`src/rtl/vnts_interp.sv`:
```
// Back pipeline: blends the eight corner samples along x, y and then z.
module vnts_interp #(
	parameter int SAMPLE_BITS = 15,
	parameter int FRACTION_BITS = 16,
	localparam int OW = SAMPLE_BITS + FRACTION_BITS
) (
	input  logic                     clk,
	input  logic                     arst_n,
	input  logic                     in_valid,
	output logic                     in_ready,
	input  logic [SAMPLE_BITS-1:0]   corner [8],
	input  logic [FRACTION_BITS-1:0] frac [3],
	output logic                     out_valid,
	input  logic                     out_ready,
	output logic [OW-1:0]            out_value
);

	localparam int SB = SAMPLE_BITS;
	localparam int F  = FRACTION_BITS;
	localparam int DW = SB + 1;
	localparam int PW = SB + F + 2;

	// (b - a) * f as a signed product.
	function automatic logic signed [PW-1:0] mul_diff(input logic [SB-1:0] a,
			input logic [SB-1:0] b, input logic [F-1:0] f);
		logic signed [DW-1:0] d;
		logic signed [F:0]    fe;
		d  = DW'({1'b0, b}) - DW'({1'b0, a});
		fe = {1'b0, f};
		return d * fe;
	endfunction

	// a + floor(p / 2^F); the arithmetic shift floors negative products too.
	function automatic logic [SB-1:0] add_floor(input logic [SB-1:0] a,
			input logic signed [PW-1:0] p);
		logic signed [PW-1:0] sh;
		logic [SB+1:0]        s;
		sh = p >>> F;
		s  = {2'b00, a} + sh[SB+1:0];
		return s[SB-1:0];
	endfunction

	logic ld7, ld8, ld9, ld10, ld11, ld12;
	logic v_s7, v_s8, v_s9, v_s10, v_s11, v_s12;

	assign ld12 = !v_s12 || out_ready;
	assign ld11 = !v_s11 || ld12;
	assign ld10 = !v_s10 || ld11;
	assign ld9  = !v_s9 || ld10;
	assign ld8  = !v_s8 || ld9;
	assign ld7  = !v_s7 || ld8;
	assign in_ready  = ld7;
	assign out_valid = v_s12;

	always_ff @(posedge clk or negedge arst_n) begin
		if (!arst_n) begin
			v_s7  <= 1'b0;
			v_s8  <= 1'b0;
			v_s9  <= 1'b0;
			v_s10 <= 1'b0;
			v_s11 <= 1'b0;
			v_s12 <= 1'b0;
		end else begin
			if (ld7)  v_s7  <= in_valid;
			if (ld8)  v_s8  <= v_s7;
			if (ld9)  v_s9  <= v_s8;
			if (ld10) v_s10 <= v_s9;
			if (ld11) v_s11 <= v_s10;
			if (ld12) v_s12 <= v_s11;
		end
	end

	// Index j = {y, z} selects the pair of corners blended along x.
	logic signed [PW-1:0] px_s7 [4];
	logic [SB-1:0]        ax_s7 [4];
	logic [F-1:0]         fy_s7, fz_s7;
	logic [SB-1:0]        bx_s8 [4];
	logic [F-1:0]         fy_s8, fz_s8;

	always_ff @(posedge clk) begin
		if (ld7) begin
			fy_s7 <= frac[1];
			fz_s7 <= frac[2];
			for (int j = 0; j < 4; j++) begin
				ax_s7[j] <= corner[j];
				px_s7[j] <= mul_diff(corner[j], corner[4+j], frac[0]);
			end
		end
	end

	always_ff @(posedge clk) begin
		if (ld8) begin
			fy_s8 <= fy_s7;
			fz_s8 <= fz_s7;
			for (int j = 0; j < 4; j++) begin
				bx_s8[j] <= add_floor(ax_s7[j], px_s7[j]);
			end
		end
	end

	// Index k is the z layer.
	logic signed [PW-1:0] py_s9 [2];
	logic [SB-1:0]        ay_s9 [2];
	logic [F-1:0]         fz_s9;
	logic [SB-1:0]        by_s10 [2];
	logic [F-1:0]         fz_s10;

	always_ff @(posedge clk) begin
		if (ld9) begin
			fz_s9 <= fz_s8;
			for (int k = 0; k < 2; k++) begin
				ay_s9[k] <= bx_s8[k];
				py_s9[k] <= mul_diff(bx_s8[k], bx_s8[2+k], fy_s8);
			end
		end
	end

	always_ff @(posedge clk) begin
		if (ld10) begin
			fz_s10 <= fz_s9;
			for (int k = 0; k < 2; k++) begin
				by_s10[k] <= add_floor(ay_s9[k], py_s9[k]);
			end
		end
	end

	// The z blend keeps its fraction bits.
	logic signed [PW-1:0] pz_s11;
	logic [SB-1:0]        az_s11;
	logic [OW-1:0]        value_s12;

	always_ff @(posedge clk) begin
		if (ld11) begin
			az_s11 <= by_s10[0];
			pz_s11 <= mul_diff(by_s10[0], by_s10[1], fz_s10);
		end
	end

	always_ff @(posedge clk) begin
		if (ld12) begin
			value_s12 <= {az_s11, {F{1'b0}}} + pz_s11[OW-1:0];
		end
	end

	assign out_value = value_s12;

endmodule

```
`config.mk`:
```
export PLATFORM = sky130hd
export DESIGN_NAME = vnts_interp
export DESIGN_NICKNAME = d
export VERILOG_FILES = /design/src/rtl/vnts_interp.sv
export SDC_FILE = /design/constraint.sdc
export NUM_CORES = 2
export LEC_CHECK = 0
export BUFFER_PORTS_ARGS = -buffer_cell sky130_fd_sc_hd__buf_2
export CORE_UTILIZATION = 31
export CTS_CLUSTER_DIAMETER = 50
export CTS_CLUSTER_SIZE = 24
export DETAILED_ROUTE_END_ITERATION = 8
export PLACE_DENSITY_LB_ADDON = 0.25
export REMOVE_ABC_BUFFERS = 1
export SYNTH_ARGS = -nofsm -noshare
export SYNTH_HDL_FRONTEND = slang
export SYNTH_SLANG_ARGS = --single-unit
```
`constraint.sdc`:
```
create_clock -name clk -period 22.8 [get_ports clk]
set_clock_uncertainty 0.1 [all_clocks]
set_input_delay 4.56 -clock clk [delete_from_list [all_inputs] [get_ports clk]]
set_output_delay 4.56 -clock clk [all_outputs]
set_load 0.01 [all_outputs]
```
==> impl_metrics.py <==
metrics = {
    "sta": {
        "max_freq_mhz": 81.3,
        "timing.final.crit_period_ns": 12.30,
        "hold_violations": 0,
        "finalCritPeriodShare_pct": 54.0,
        "worst_slew_pin_slew_ns": 1.28,
        "rsz0062_at_grt": "false",
        "relSlewSlack_pct": 14.5,
        "fin_tns_setup_ns": 0,
        "slew_violations": 0,
        "setup_violations": 0,
    },
    "layout": {
        "drive_gt1_share_pct": 6.78,
        "finalNetCount": 10800,
        "final_common_cell": "inv_1",
        "area_growth_pct": 9.86,
        "final_cell_mix": "inv_1, fa_1, nand2_1, ha_1, and2_1",
    },
    "clocking": {
        "root_buffer": "clkbuf_16",
        "postCtsResizedCells": 0,
        "ctsHoldBuffers": 0,
        "cts_sinks": 449,
        "insertion_delay_ns": 0.69,
        "htreeDepth": 3,
        "cts_setup_buffers": 0,
        "cts.reportedPaths.clkPinSlew_ns": 0.08,
        "cts_buffer_depth": 3,
        "cts_tree": "built",
        "cts_buffers": 66,
    },
    "floorplan": {
        "rows": 185,
        "die_area_sq_mm": 0.257,
        "ios": 205,
        "die_h_um": 507,
        "die_w_um": 507,
        "start_util_pct": 31.2,
        "core_area_sq_mm": 0.254,
    },
    "placement": {
        "numPortBuffers": 204,
        "globalplace.congestion": 0.846,
        "dp_hpwl_um": 163000,
    },
    "grt": {
        "grt_pass1_vias": 60300,
        "grt_remaining_overflow": 0,
        "grt_pass1_wl_um": 335000,
        "top_usage_layer": "met2",
        "grt_use_met3_pct": 1.64,
        "antenna_found_initial": 24,
        "met2_usage_pct": 29.6,
        "met1_usage_pct": 21.0,
        "grt_max_degree": 67,
        "grt_util_all_layers_pct": 16.7,
    },
    "worst_hold_path": {
        "holdCritPathClass": "reg -> reg",
    },
    "worst_setup_path": {
        "cpPeakStageDelay_ns": 0.51,
        "path_buf_inv": 7,
        "cp_common_cell": "fa_1",
        "cp_data_arrival_time_ns": 12.63,
        "start_kind": "input port",
        "cp-end-kind": "register",
        "slowest_stage": "fa_1",
        "path_class": "in -> reg",
        "critPathMaxFanout": 16,
        "path_delay_family": "adder cells",
        "cp.required_ns": 23.13,
    },
    "yosys": {
        "async_flop_share_pct": 1.34,
        "yosys_most_used_dff": "edfxtp_1",
        "syn_inst": 8226,
        "yosys-top-cells-area": "fa_1, edfxtp_1, ha_1",
        "synth_top_area_share_pct": 34.5,
        "synth.avg_cell_area_sq_um": 9.62,
        "synth-edff-count": 443,
        "synth_cell_types": 71,
        "yosysTopAreaCell": "fa_1",
        "ys_ff_latch": 449,
        "synth_warnings": 0,
        "ys_seq_area_share_pct": 17.0,
        "synth_area_sq_mm": 0.0792,
    },
    "route": {
        "first_pass_iters": 5,
        "drc": 0,
        "drt_wl_total_um": 209000,
        "vias": 54500,
        "drtIter0Drc": 2336,
        "drtAntennaViolNets": 0,
        "wire_per_inst_um": 17.8,
        "viasPerCell": 4.63,
    },
    "flow_run": {
        "max-cap-violations": 0,
    },
    "outcome": {
        "status": "complete, no violations",
    },
}
cells by family after synthesis:
logic type	Yosys count	synth area share (%)
AND/OR/NAND/NOR	2314	14.2
AO/OA/AOI/OAI	600	5.05
XOR/XNOR	305	3.37
flip-flops	449	17.0
multiplexers	1	0.0142
buffers and inverters	2229	10.6
adder cells (fa/ha/maj)	2328	49.8
worst register-to-register path: cells and delay by family, from the launching register on:
family	cells	cell delay [ns]
and+or+nand+nor	3	0.60
adders and majority gates	9	3.56
xor gates and xnor gates	2	1.21
AOI/OAI and AO/OA	13	2.87
DFF	1	0.53
buffers and inverters	6	0.40
per-layer routing:
layer  routed length (um)  vias up  part of all wire, %
met3                 7150      264                  3.4
met5                   22        -                0.011
met2               104000     1000                   50
met4                 6750        4                  3.2
met1                91000    27900                   43
li1                     -    25300                    -
state kept, by name, summed over array words and instances (netlist names), 15 cells and up:
name	flops
out_value	31
fz_s9	16
pz_s11	31
fy_s7	16
ax_s7	60
by_s10	30
bx_s8	60
az_s11	15
fz_s8	16
fz_s7	16
fy_s8	16
px_s7	60
ay_s9	30
fz_s10	16
py_s9	30
Yosys cell counts, types with 19 or more instances:
master	n
a211oi_1	25
a21o_1	60
a21oi_1	176
and2_1	639
and3_1	19
clkbuf_1	269
edfxtp_1	443
fa_1	1366
ha_1	962
inv_1	1945
nand2_1	1014
nand2b_1	65
nand3_1	47
nor2_1	232
nor2b_1	149
nor3_1	73
o211ai_1	19
o21a_1	26
o21ai_0	130
o21bai_1	32
or2_2	27
xnor2_1	231
xor2_1	74
final cells by class:
cell class	instances	area, sq um
multi-input combinational	5548	57600
timing repair buffer	335	2000
sequential	449	13500
clock inverter	52	676
tap	3366	4210
antenna	9	22.5
clock buffer	68	1680
inverter	1945	7300
fill	25800	167000
worst paths after layout:
kind | cells past startpoint | startpoint | to | slack, ns
max in group asynchronous | 1 | arst_n | out_valid | 18.83
min in group asynchronous | 1 | arst_n | v_s8 | 3.61
max | 36 | corner[0] | px_s7[3][30] | 10.50
min | 0 | fz_s8[5] | fz_s9[5] | 0.31
min reg2reg | 0 | fz_s8[5] | fz_s9[5] | 0.31
max reg2reg | 33 | bx_s8[1][0] | py_s9[0][63] | 13.32
stage by stage:
step                      instance area [sq um]  hold slack, ns  setup slack (ns)  utilization [%]  instances
after floorplan                           78100           0.300              8.23                -       7942
after global routing                      87000           0.314              9.88             34.2      11800
after detailed placement                  84600           0.305              9.77             33.3      11600
after global placement                    84600           0.303              9.77             33.3      11600
final                                     87000           0.312             10.50             34.2      11800
after CTS                                 86900           0.313             10.52             34.2      11800
Power is left out: the tool's default activity adds up to more than one toggle a clock period on the data nets, which glitch-free logic cannot reach.
