==> config.mk <==
export PLATFORM = sky130hd
export DESIGN_NAME = vnts_addr
export DESIGN_NICKNAME = d
export VERILOG_FILES = /design/src/rtl/vnts_pkg.sv /design/src/rtl/vnts_addr.sv
export SDC_FILE = /design/constraint.sdc
export NUM_CORES = 1
export LEC_CHECK = 0
export BUFFER_PORTS_ARGS = -buffer_cell sky130_fd_sc_hd__buf_2
export CORE_UTILIZATION = 45
export CTS_CLUSTER_SIZE = 14
export DETAILED_ROUTE_END_ITERATION = 10
export GPL_TIMING_DRIVEN = 0
export HOLD_SLACK_MARGIN = 0.12
export PLACE_DENSITY = 0.68
export SYNTH_ARGS = -nofsm -noshare
export SYNTH_HDL_FRONTEND = slang
export SYNTH_SLANG_ARGS = --single-unit
==> constraint.sdc <==
create_clock -name clk -period 13.7 [get_ports clk]
set_clock_uncertainty 0.15 [all_clocks]
set_input_delay 2.74 -clock clk [delete_from_list [all_inputs] [get_ports clk]]
set_output_delay 2.74 -clock clk [all_outputs]
set_load 0.01 [all_outputs]
==> src/rtl/vnts_pkg.sv <==
// Shared types and codes of the value noise trilinear sampler.
package vnts_pkg;

	localparam int ENTRY_IDX_BITS   = 4;
	localparam int ENTRY_VALUE_BITS = 15;
	localparam int POINT_BITS       = 32;

	typedef enum logic {
		CMD_WRITE  = 1'b0,
		CMD_SAMPLE = 1'b1
	} cmd_t;

	// Fields of a lattice write, x in the lowest bits.
	typedef struct packed {
		logic [ENTRY_VALUE_BITS-1:0] value;
		logic [ENTRY_IDX_BITS-1:0]   z;
		logic [ENTRY_IDX_BITS-1:0]   y;
		logic [ENTRY_IDX_BITS-1:0]   x;
	} entry_t;

endpackage

==> src/rtl/vnts_addr.sv <==
// Front pipeline: coordinate magnitudes, lattice wrap and corner addresses.
module vnts_addr #(
	parameter int LATTICE_SIZE = 16,
	parameter int SAMPLE_BITS = 15,
	parameter int FRACTION_BITS = 16,
	localparam int AW = $clog2(LATTICE_SIZE * LATTICE_SIZE * LATTICE_SIZE)
) (
	input  logic                     clk,
	input  logic                     arst_n,
	input  logic                     in_valid,
	output logic                     in_ready,
	input  vnts_pkg::cmd_t           in_cmd,
	input  vnts_pkg::entry_t         in_entry,
	input  logic [31:0]              in_px,
	input  logic [31:0]              in_py,
	input  logic [31:0]              in_pz,
	output logic                     out_valid,
	input  logic                     out_ready,
	output logic                     out_sample,
	output logic                     out_wr_en,
	output logic [AW-1:0]            out_wr_addr,
	output logic [SAMPLE_BITS-1:0]   out_wr_data,
	output logic [AW-1:0]            out_corner_addr [8],
	output logic [FRACTION_BITS-1:0] out_frac [3]
);
	import vnts_pkg::*;

	localparam int F  = FRACTION_BITS;
	localparam int IB = 32 - FRACTION_BITS;
	localparam int LB = $clog2(LATTICE_SIZE);
	localparam int RS = IB + LB;
	// Reciprocal of the lattice size; the quotient estimate is exact or one low.
	localparam longint unsigned RECIP = (64'd1 << RS) / LATTICE_SIZE;
	localparam logic [RS-1:0] RECIP_V = RS'(RECIP);

	function automatic logic [AW-1:0] lat_addr(input logic [AW-1:0] x,
			input logic [AW-1:0] y, input logic [AW-1:0] z);
		return x * AW'(LATTICE_SIZE * LATTICE_SIZE) + y * AW'(LATTICE_SIZE) + z;
	endfunction

	logic ld1, ld2, ld3, ld4, ld5;
	logic v_s1, v_s2, v_s3, v_s4, v_s5;

	assign ld5 = !v_s5 || out_ready;
	assign ld4 = !v_s4 || ld5;
	assign ld3 = !v_s3 || ld4;
	assign ld2 = !v_s2 || ld3;
	assign ld1 = !v_s1 || ld2;
	assign in_ready  = ld1;
	assign out_valid = v_s5;

	always_ff @(posedge clk or negedge arst_n) begin
		if (!arst_n) begin
			v_s1 <= 1'b0;
			v_s2 <= 1'b0;
			v_s3 <= 1'b0;
			v_s4 <= 1'b0;
			v_s5 <= 1'b0;
		end else begin
			if (ld1) v_s1 <= in_valid;
			if (ld2) v_s2 <= v_s1;
			if (ld3) v_s3 <= v_s2;
			if (ld4) v_s4 <= v_s3;
			if (ld5) v_s5 <= v_s4;
		end
	end

	// Stage 1: magnitudes.
	logic [31:0] pt [3];
	logic [31:0] mag_c [3];
	logic [31:0] mag_s1 [3];
	cmd_t        cmd_s1;
	entry_t      entry_s1;

	assign pt[0] = in_px;
	assign pt[1] = in_py;
	assign pt[2] = in_pz;

	always_comb begin
		for (int a = 0; a < 3; a++) begin
			mag_c[a] = pt[a][31] ? (~pt[a] + 32'd1) : pt[a];
		end
	end

	always_ff @(posedge clk) begin
		if (ld1) begin
			cmd_s1   <= in_cmd;
			entry_s1 <= in_entry;
			for (int a = 0; a < 3; a++) begin
				mag_s1[a] <= mag_c[a];
			end
		end
	end

	// Stage 2: multiply the integer part by the reciprocal.
	logic [IB+RS-1:0] prod_s2 [3];
	logic [IB-1:0]    n_s2 [3];
	logic [F-1:0]     frac_s2 [3];
	cmd_t             cmd_s2;
	entry_t           entry_s2;

	always_ff @(posedge clk) begin
		if (ld2) begin
			cmd_s2   <= cmd_s1;
			entry_s2 <= entry_s1;
			for (int a = 0; a < 3; a++) begin
				n_s2[a]    <= mag_s1[a][31:F];
				frac_s2[a] <= mag_s1[a][F-1:0];
				prod_s2[a] <= (IB+RS)'(mag_s1[a][31:F]) * (IB+RS)'(RECIP_V);
			end
		end
	end

	// Stage 3: raw remainder, below twice the lattice size.
	logic [IB-1:0] rem_c [3];
	logic [LB:0]   r_s3 [3];
	logic [F-1:0]  frac_s3 [3];
	cmd_t          cmd_s3;
	entry_t        entry_s3;

	always_comb begin
		for (int a = 0; a < 3; a++) begin
			rem_c[a] = n_s2[a] - prod_s2[a][IB+RS-1:RS] * IB'(LATTICE_SIZE);
		end
	end

	always_ff @(posedge clk) begin
		if (ld3) begin
			cmd_s3   <= cmd_s2;
			entry_s3 <= entry_s2;
			for (int a = 0; a < 3; a++) begin
				r_s3[a]    <= rem_c[a][LB:0];
				frac_s3[a] <= frac_s2[a];
			end
		end
	end

	// Stage 4: corrected index and its wrapped neighbor.
	logic [LB:0]   rfix_c [3];
	logic [LB-1:0] i0_c [3];
	logic [LB-1:0] i0_s4 [3];
	logic [LB-1:0] i1_s4 [3];
	logic [F-1:0]  frac_s4 [3];
	cmd_t          cmd_s4;
	entry_t        entry_s4;

	always_comb begin
		for (int a = 0; a < 3; a++) begin
			rfix_c[a] = (r_s3[a] >= (LB+1)'(LATTICE_SIZE)) ?
				r_s3[a] - (LB+1)'(LATTICE_SIZE) : r_s3[a];
			i0_c[a] = rfix_c[a][LB-1:0];
		end
	end

	always_ff @(posedge clk) begin
		if (ld4) begin
			cmd_s4   <= cmd_s3;
			entry_s4 <= entry_s3;
			for (int a = 0; a < 3; a++) begin
				i0_s4[a]   <= i0_c[a];
				i1_s4[a]   <= (i0_c[a] == LB'(LATTICE_SIZE - 1)) ? '0 : i0_c[a] + 1'b1;
				frac_s4[a] <= frac_s3[a];
			end
		end
	end

	// Stage 5: memory addresses for the eight corners and for a write.
	logic                   in_range_c;
	logic [30:0]            value_ext;
	logic [AW-1:0]          corner_c [8];
	logic [AW-1:0]          corner_s5 [8];
	logic [F-1:0]           frac_s5 [3];
	logic                   sample_s5;
	logic                   wr_en_s5;
	logic [AW-1:0]          wr_addr_s5;
	logic [SAMPLE_BITS-1:0] wr_data_s5;

	assign in_range_c = (7'(entry_s4.x) < 7'(LATTICE_SIZE)) &&
		(7'(entry_s4.y) < 7'(LATTICE_SIZE)) && (7'(entry_s4.z) < 7'(LATTICE_SIZE));
	assign value_ext = 31'(entry_s4.value);

	// Corner c selects the +1 neighbor in x by bit 2, in y by bit 1, in z by bit 0.
	always_comb begin
		for (int c = 0; c < 8; c++) begin
			corner_c[c] = lat_addr(AW'(c[2] ? i1_s4[0] : i0_s4[0]),
				AW'(c[1] ? i1_s4[1] : i0_s4[1]), AW'(c[0] ? i1_s4[2] : i0_s4[2]));
		end
	end

	always_ff @(posedge clk) begin
		if (ld5) begin
			sample_s5  <= (cmd_s4 == CMD_SAMPLE);
			wr_en_s5   <= (cmd_s4 == CMD_WRITE) && in_range_c;
			wr_addr_s5 <= lat_addr(AW'(entry_s4.x), AW'(entry_s4.y), AW'(entry_s4.z));
			wr_data_s5 <= value_ext[SAMPLE_BITS-1:0];
			for (int c = 0; c < 8; c++) begin
				corner_s5[c] <= corner_c[c];
			end
			for (int a = 0; a < 3; a++) begin
				frac_s5[a] <= frac_s4[a];
			end
		end
	end

	assign out_sample  = sample_s5;
	assign out_wr_en   = wr_en_s5;
	assign out_wr_addr = wr_addr_s5;
	assign out_wr_data = wr_data_s5;

	always_comb begin
		for (int c = 0; c < 8; c++) begin
			out_corner_addr[c] = corner_s5[c];
		end
		for (int a = 0; a < 3; a++) begin
			out_frac[a] = frac_s5[a];
		end
	end

endmodule

==> metrics.cfg <==
[clocking]
ctsHtreeMaxLevel = 2
clock_sink_count = 470
post_cts_setup_buffer_count = 0
post_cts_resize_count = 0
clk_transition_reported_paths_ns = 0.06
root_buffer = sky130_fd_sc_hd__clkbuf_16
cts_inserted_buffers = 46
cts-hold-fix-buffers = 0
clk_latency_ns = 0.54
clock_path_buffers = 3
tritoncts = done

[global_route]
maximum_number_of_pins_on_one_net_before_global_route_repair = 57
grt_pass1_wl_um = 35800
grt_overflow = 0
grt_pass1_vias = 6850
grt_antenna_before_repair = 0
grt_util_all_layers = 0.128

[drt]
route.top_layer_used = met4
drc_errors = 0
routed_via_density = 4.59
m1WireLength_um = 9870
drt_first_iter_violations = 281
routed_wl_um = 23800
drt.antenna.violating_nets = 0
route.met3.wl_um = 1240
post_drt_wl_per_cell_um = 15.1
detailroute.wirelength.met2_um = 12000
firstDrtPassIters = 4
num_vias = 7231

[worst_setup_path]
critPathMostFrequentCell = sky130_fd_sc_hd__buf_2
worstReg2RegStart = out_valid$_DFFE_PN0P_
timing.critical_path.cells = buf_2 > nand2b_4 > nor2_1 > nand4_1 > buf_16 > buf_8 > buf_2
endpoint_kind = primary output
required_time_at_the_endpoint_of_the_critical_path_ns = 10.81
timing.critical_path.fanout_max = 48
cpLargestDelayFamily = simple AND/OR/NAND/NOR gates
max_stage_delay_ns = 0.81
timing.critical_path.buf_inv = 4
critical_path_slowest_stage_cell = sky130_fd_sc_hd__nand4_1
critical_path.startpoint = out_ready
worst-setup-path-type = in2out
timing.critical_path.from_type = input pin
worstPathArrival_ns = 5.53

[finish]
post_route_cells_drive_above_1_share = 0.383
final.fill_count = 2623
diodes_inserted = 0
syn2layout_area_growth_pct = 22.7
final_nets = 1218
fin_area_um2 = 19800

[logic_synthesis]
netlist_area_before_placement_um2 = 16100
netlist_top_cells_area = sky130_fd_sc_hd__edfxtp_1 (87%), sky130_fd_sc_hd__buf_4 (3.4%), sky130_fd_sc_hd__xnor2_1 (2.9%)
synth_enable_flop_cells = 465
post_synth_num_cell_types = 34
synth_nets = 892
ys.warnings.count = 0
netlist_top_cells_count = sky130_fd_sc_hd__edfxtp_1 (465), sky130_fd_sc_hd__buf_4 (72), sky130_fd_sc_hd__xnor2_1 (54)
synth_top_area_share = 0.867
synth-seq-cells = 470
synthMostInstantiatedCell = sky130_fd_sc_hd__edfxtp_1
yosysTopAreaCell = sky130_fd_sc_hd__edfxtp_1
synth_cells = 758
synthArstFlopShare = 0.0106
post_synth.cell_area_avg_um2 = 21.2
seq_area_frac_synth = 0.875
synth-main-ff-cell = sky130_fd_sc_hd__edfxtp_1

[timing]
maxSlewViolCount = 0
max_slew_margin = 0.410
max_freq_mhz = 119
worst_slew_pin_slew_ns = 0.882
finalCriticalPeriod_ns = 8.42
report.final.hold_viol_count = 0
timing.final.setup_violations = 0
rsz_0062_raised_after_global_routing = false
timing.final.crit_share = 0.615

[worst_hold_path]
holdCritStartpoint = frac_s3[0][15]$_DFFE_PP_
min_path_type = reg2reg

[die]
std_cell_rows = 68
floorplan.die_area_um2 = 36500
core_region_area_um2 = 34900
die-height_um = 191
die_width_um = 191
num_io_pins = 303
initial_core_util = 0.462

[power_and_ir_drop]
static-leakage-power_uw = 0.00754
power.density_cell_area_nw_per_um2 = 179
irDropWorstVdd_uv = 112
post-layout-total-power_uw = 3540

[job]
max-cap-violations = 0

[placement]
io_buffer_count = 269
finalWeightedCongestion = 0.890
post_place_cell_area_um2 = 18200
detailedPlacementHpwl_um = 15800

[outcome]
result_of_the_run = complete, no violations

==> registers in the layout (all words and copies together), names as in the netlist, 12 cells and up <==
signal / count
corner_s5: 24
entry_s1: 27
entry_s2: 27
entry_s3: 27
entry_s4: 27
frac_s2: 48
frac_s3: 48
frac_s4: 48
frac_s5: 48
i0_s4: 12
i1_s4: 12
mag_s1: 60
out_wr_addr: 12
out_wr_data: 15
prod_s2: 12
r_s3: 12
==> worst register-to-register path, delay by kind of cell (launching register included) <==
kind | cells | cell delay, ns
simple gates | 3 | 1.87
buf+inv | 4 | 0.97
flops | 1 | 0.42
==> area by class of cell <==
cell class	instances	area (um^2)	area share
Inverter	15	58.8	0.00298
Multi-Input combinational cell	195	1400	0.0710
Clock buffer	59	1260	0.0639
Tap cell	455	569	0.0288
Buffer	78	583	0.0295
Clock inverter	26	254	0.0129
Timing Repair Buffer	278	1540	0.0781
Sequential cell	470	14100	0.713
==> stage by stage <==
step	util	instances	TNS [ns]	hold slack (ns)	setup WS [ns]
after CTS	0.567	1576	0	0.257	5.19
after floorplan	-	758	0	0.250	2.84
after detailed placement	0.523	1491	0	0.255	5.19
after global routing	0.567	1576	0	0.269	4.98
after global placement	0.517	1482	-0.928	0.250	-0.928
final	0.567	1576	0	0.262	5.28
==> report_power, final <==
part	internal, uW	leakage, uW	total (uW)	switching (uW)
logic	146	0.00201	328	183
registers	1900	0.00479	1970	76.9
clock network	746	0.000736	1240	490
==> layer usage <==
layer  GRT usage  up-vias
li1            -     3509
met2       0.218      227
met1       0.157     3442
met3      0.0277       53
met4      0.0577        0
met5           0        -
==> cell families (layout without fill, tap and decap cells) <==
group | after synthesis | in the layout | synth area share
simple gates | 77 | 77 | 0.0270
flops | 470 | 470 | 0.875
xor+xnor | 57 | 57 | 0.0310
compound gates | 55 | 55 | 0.0228
fa+ha+maj | 6 | 6 | 0.00466
buf+inv | 93 | 456 | 0.0397
==> final timing paths <==
kind / depth (start not counted) / end / slack, ns
setup / recovery: 7 / in_ready / 5.28
hold / removal: 0 / frac_s4[0][15]$_DFFE_PP_ / 0.26
setup reg to reg: 7 / mag_s1[0][10]$_DFFE_PP_ / 10.04
hold reg to reg: 0 / frac_s4[0][15]$_DFFE_PP_ / 0.26
max in group asynchronous: 1 / out_valid$_DFFE_PN0P_ / 11.42
min in group asynchronous: 1 / v_s4$_DFFE_PN0P_ / 1.85
==> cell usage in the layout, fill, tap and decap left out, types with 3 or more instances in the layout <==
master                      synthesis  final
sky130_fd_sc_hd__clkinv_2           0      6
sky130_fd_sc_hd__clkbuf_1           4     14
sky130_fd_sc_hd__nand2_1           28     27
sky130_fd_sc_hd__buf_8              0      4
sky130_fd_sc_hd__buf_2              0    269
sky130_fd_sc_hd__xor2_1             3      3
sky130_fd_sc_hd__clkbuf_16          0     49
sky130_fd_sc_hd__o41ai_1            6      6
sky130_fd_sc_hd__a21oi_1            3      3
sky130_fd_sc_hd__buf_16             0      5
sky130_fd_sc_hd__bufinv_16          0      5
sky130_fd_sc_hd__a31oi_1            6      6
sky130_fd_sc_hd__dfrtp_1            5      5
sky130_fd_sc_hd__nor2_1             8      8
sky130_fd_sc_hd__o21ai_1            3      3
sky130_fd_sc_hd__o31ai_1           15     15
sky130_fd_sc_hd__nand2b_1           8      7
sky130_fd_sc_hd__xnor2_1           54     54
sky130_fd_sc_hd__buf_4             72     72
sky130_fd_sc_hd__edfxtp_1         465    465
sky130_fd_sc_hd__o21ai_0           20     20
sky130_fd_sc_hd__inv_1             15     14
sky130_fd_sc_hd__clkinv_1           0     11
sky130_fd_sc_hd__nand3_1            9      8
sky130_fd_sc_hd__nor3_1             3      3
sky130_fd_sc_hd__nand4_1            4      4
sky130_fd_sc_hd__ha_1               6      6
Power figures use the tool's default switching activity.
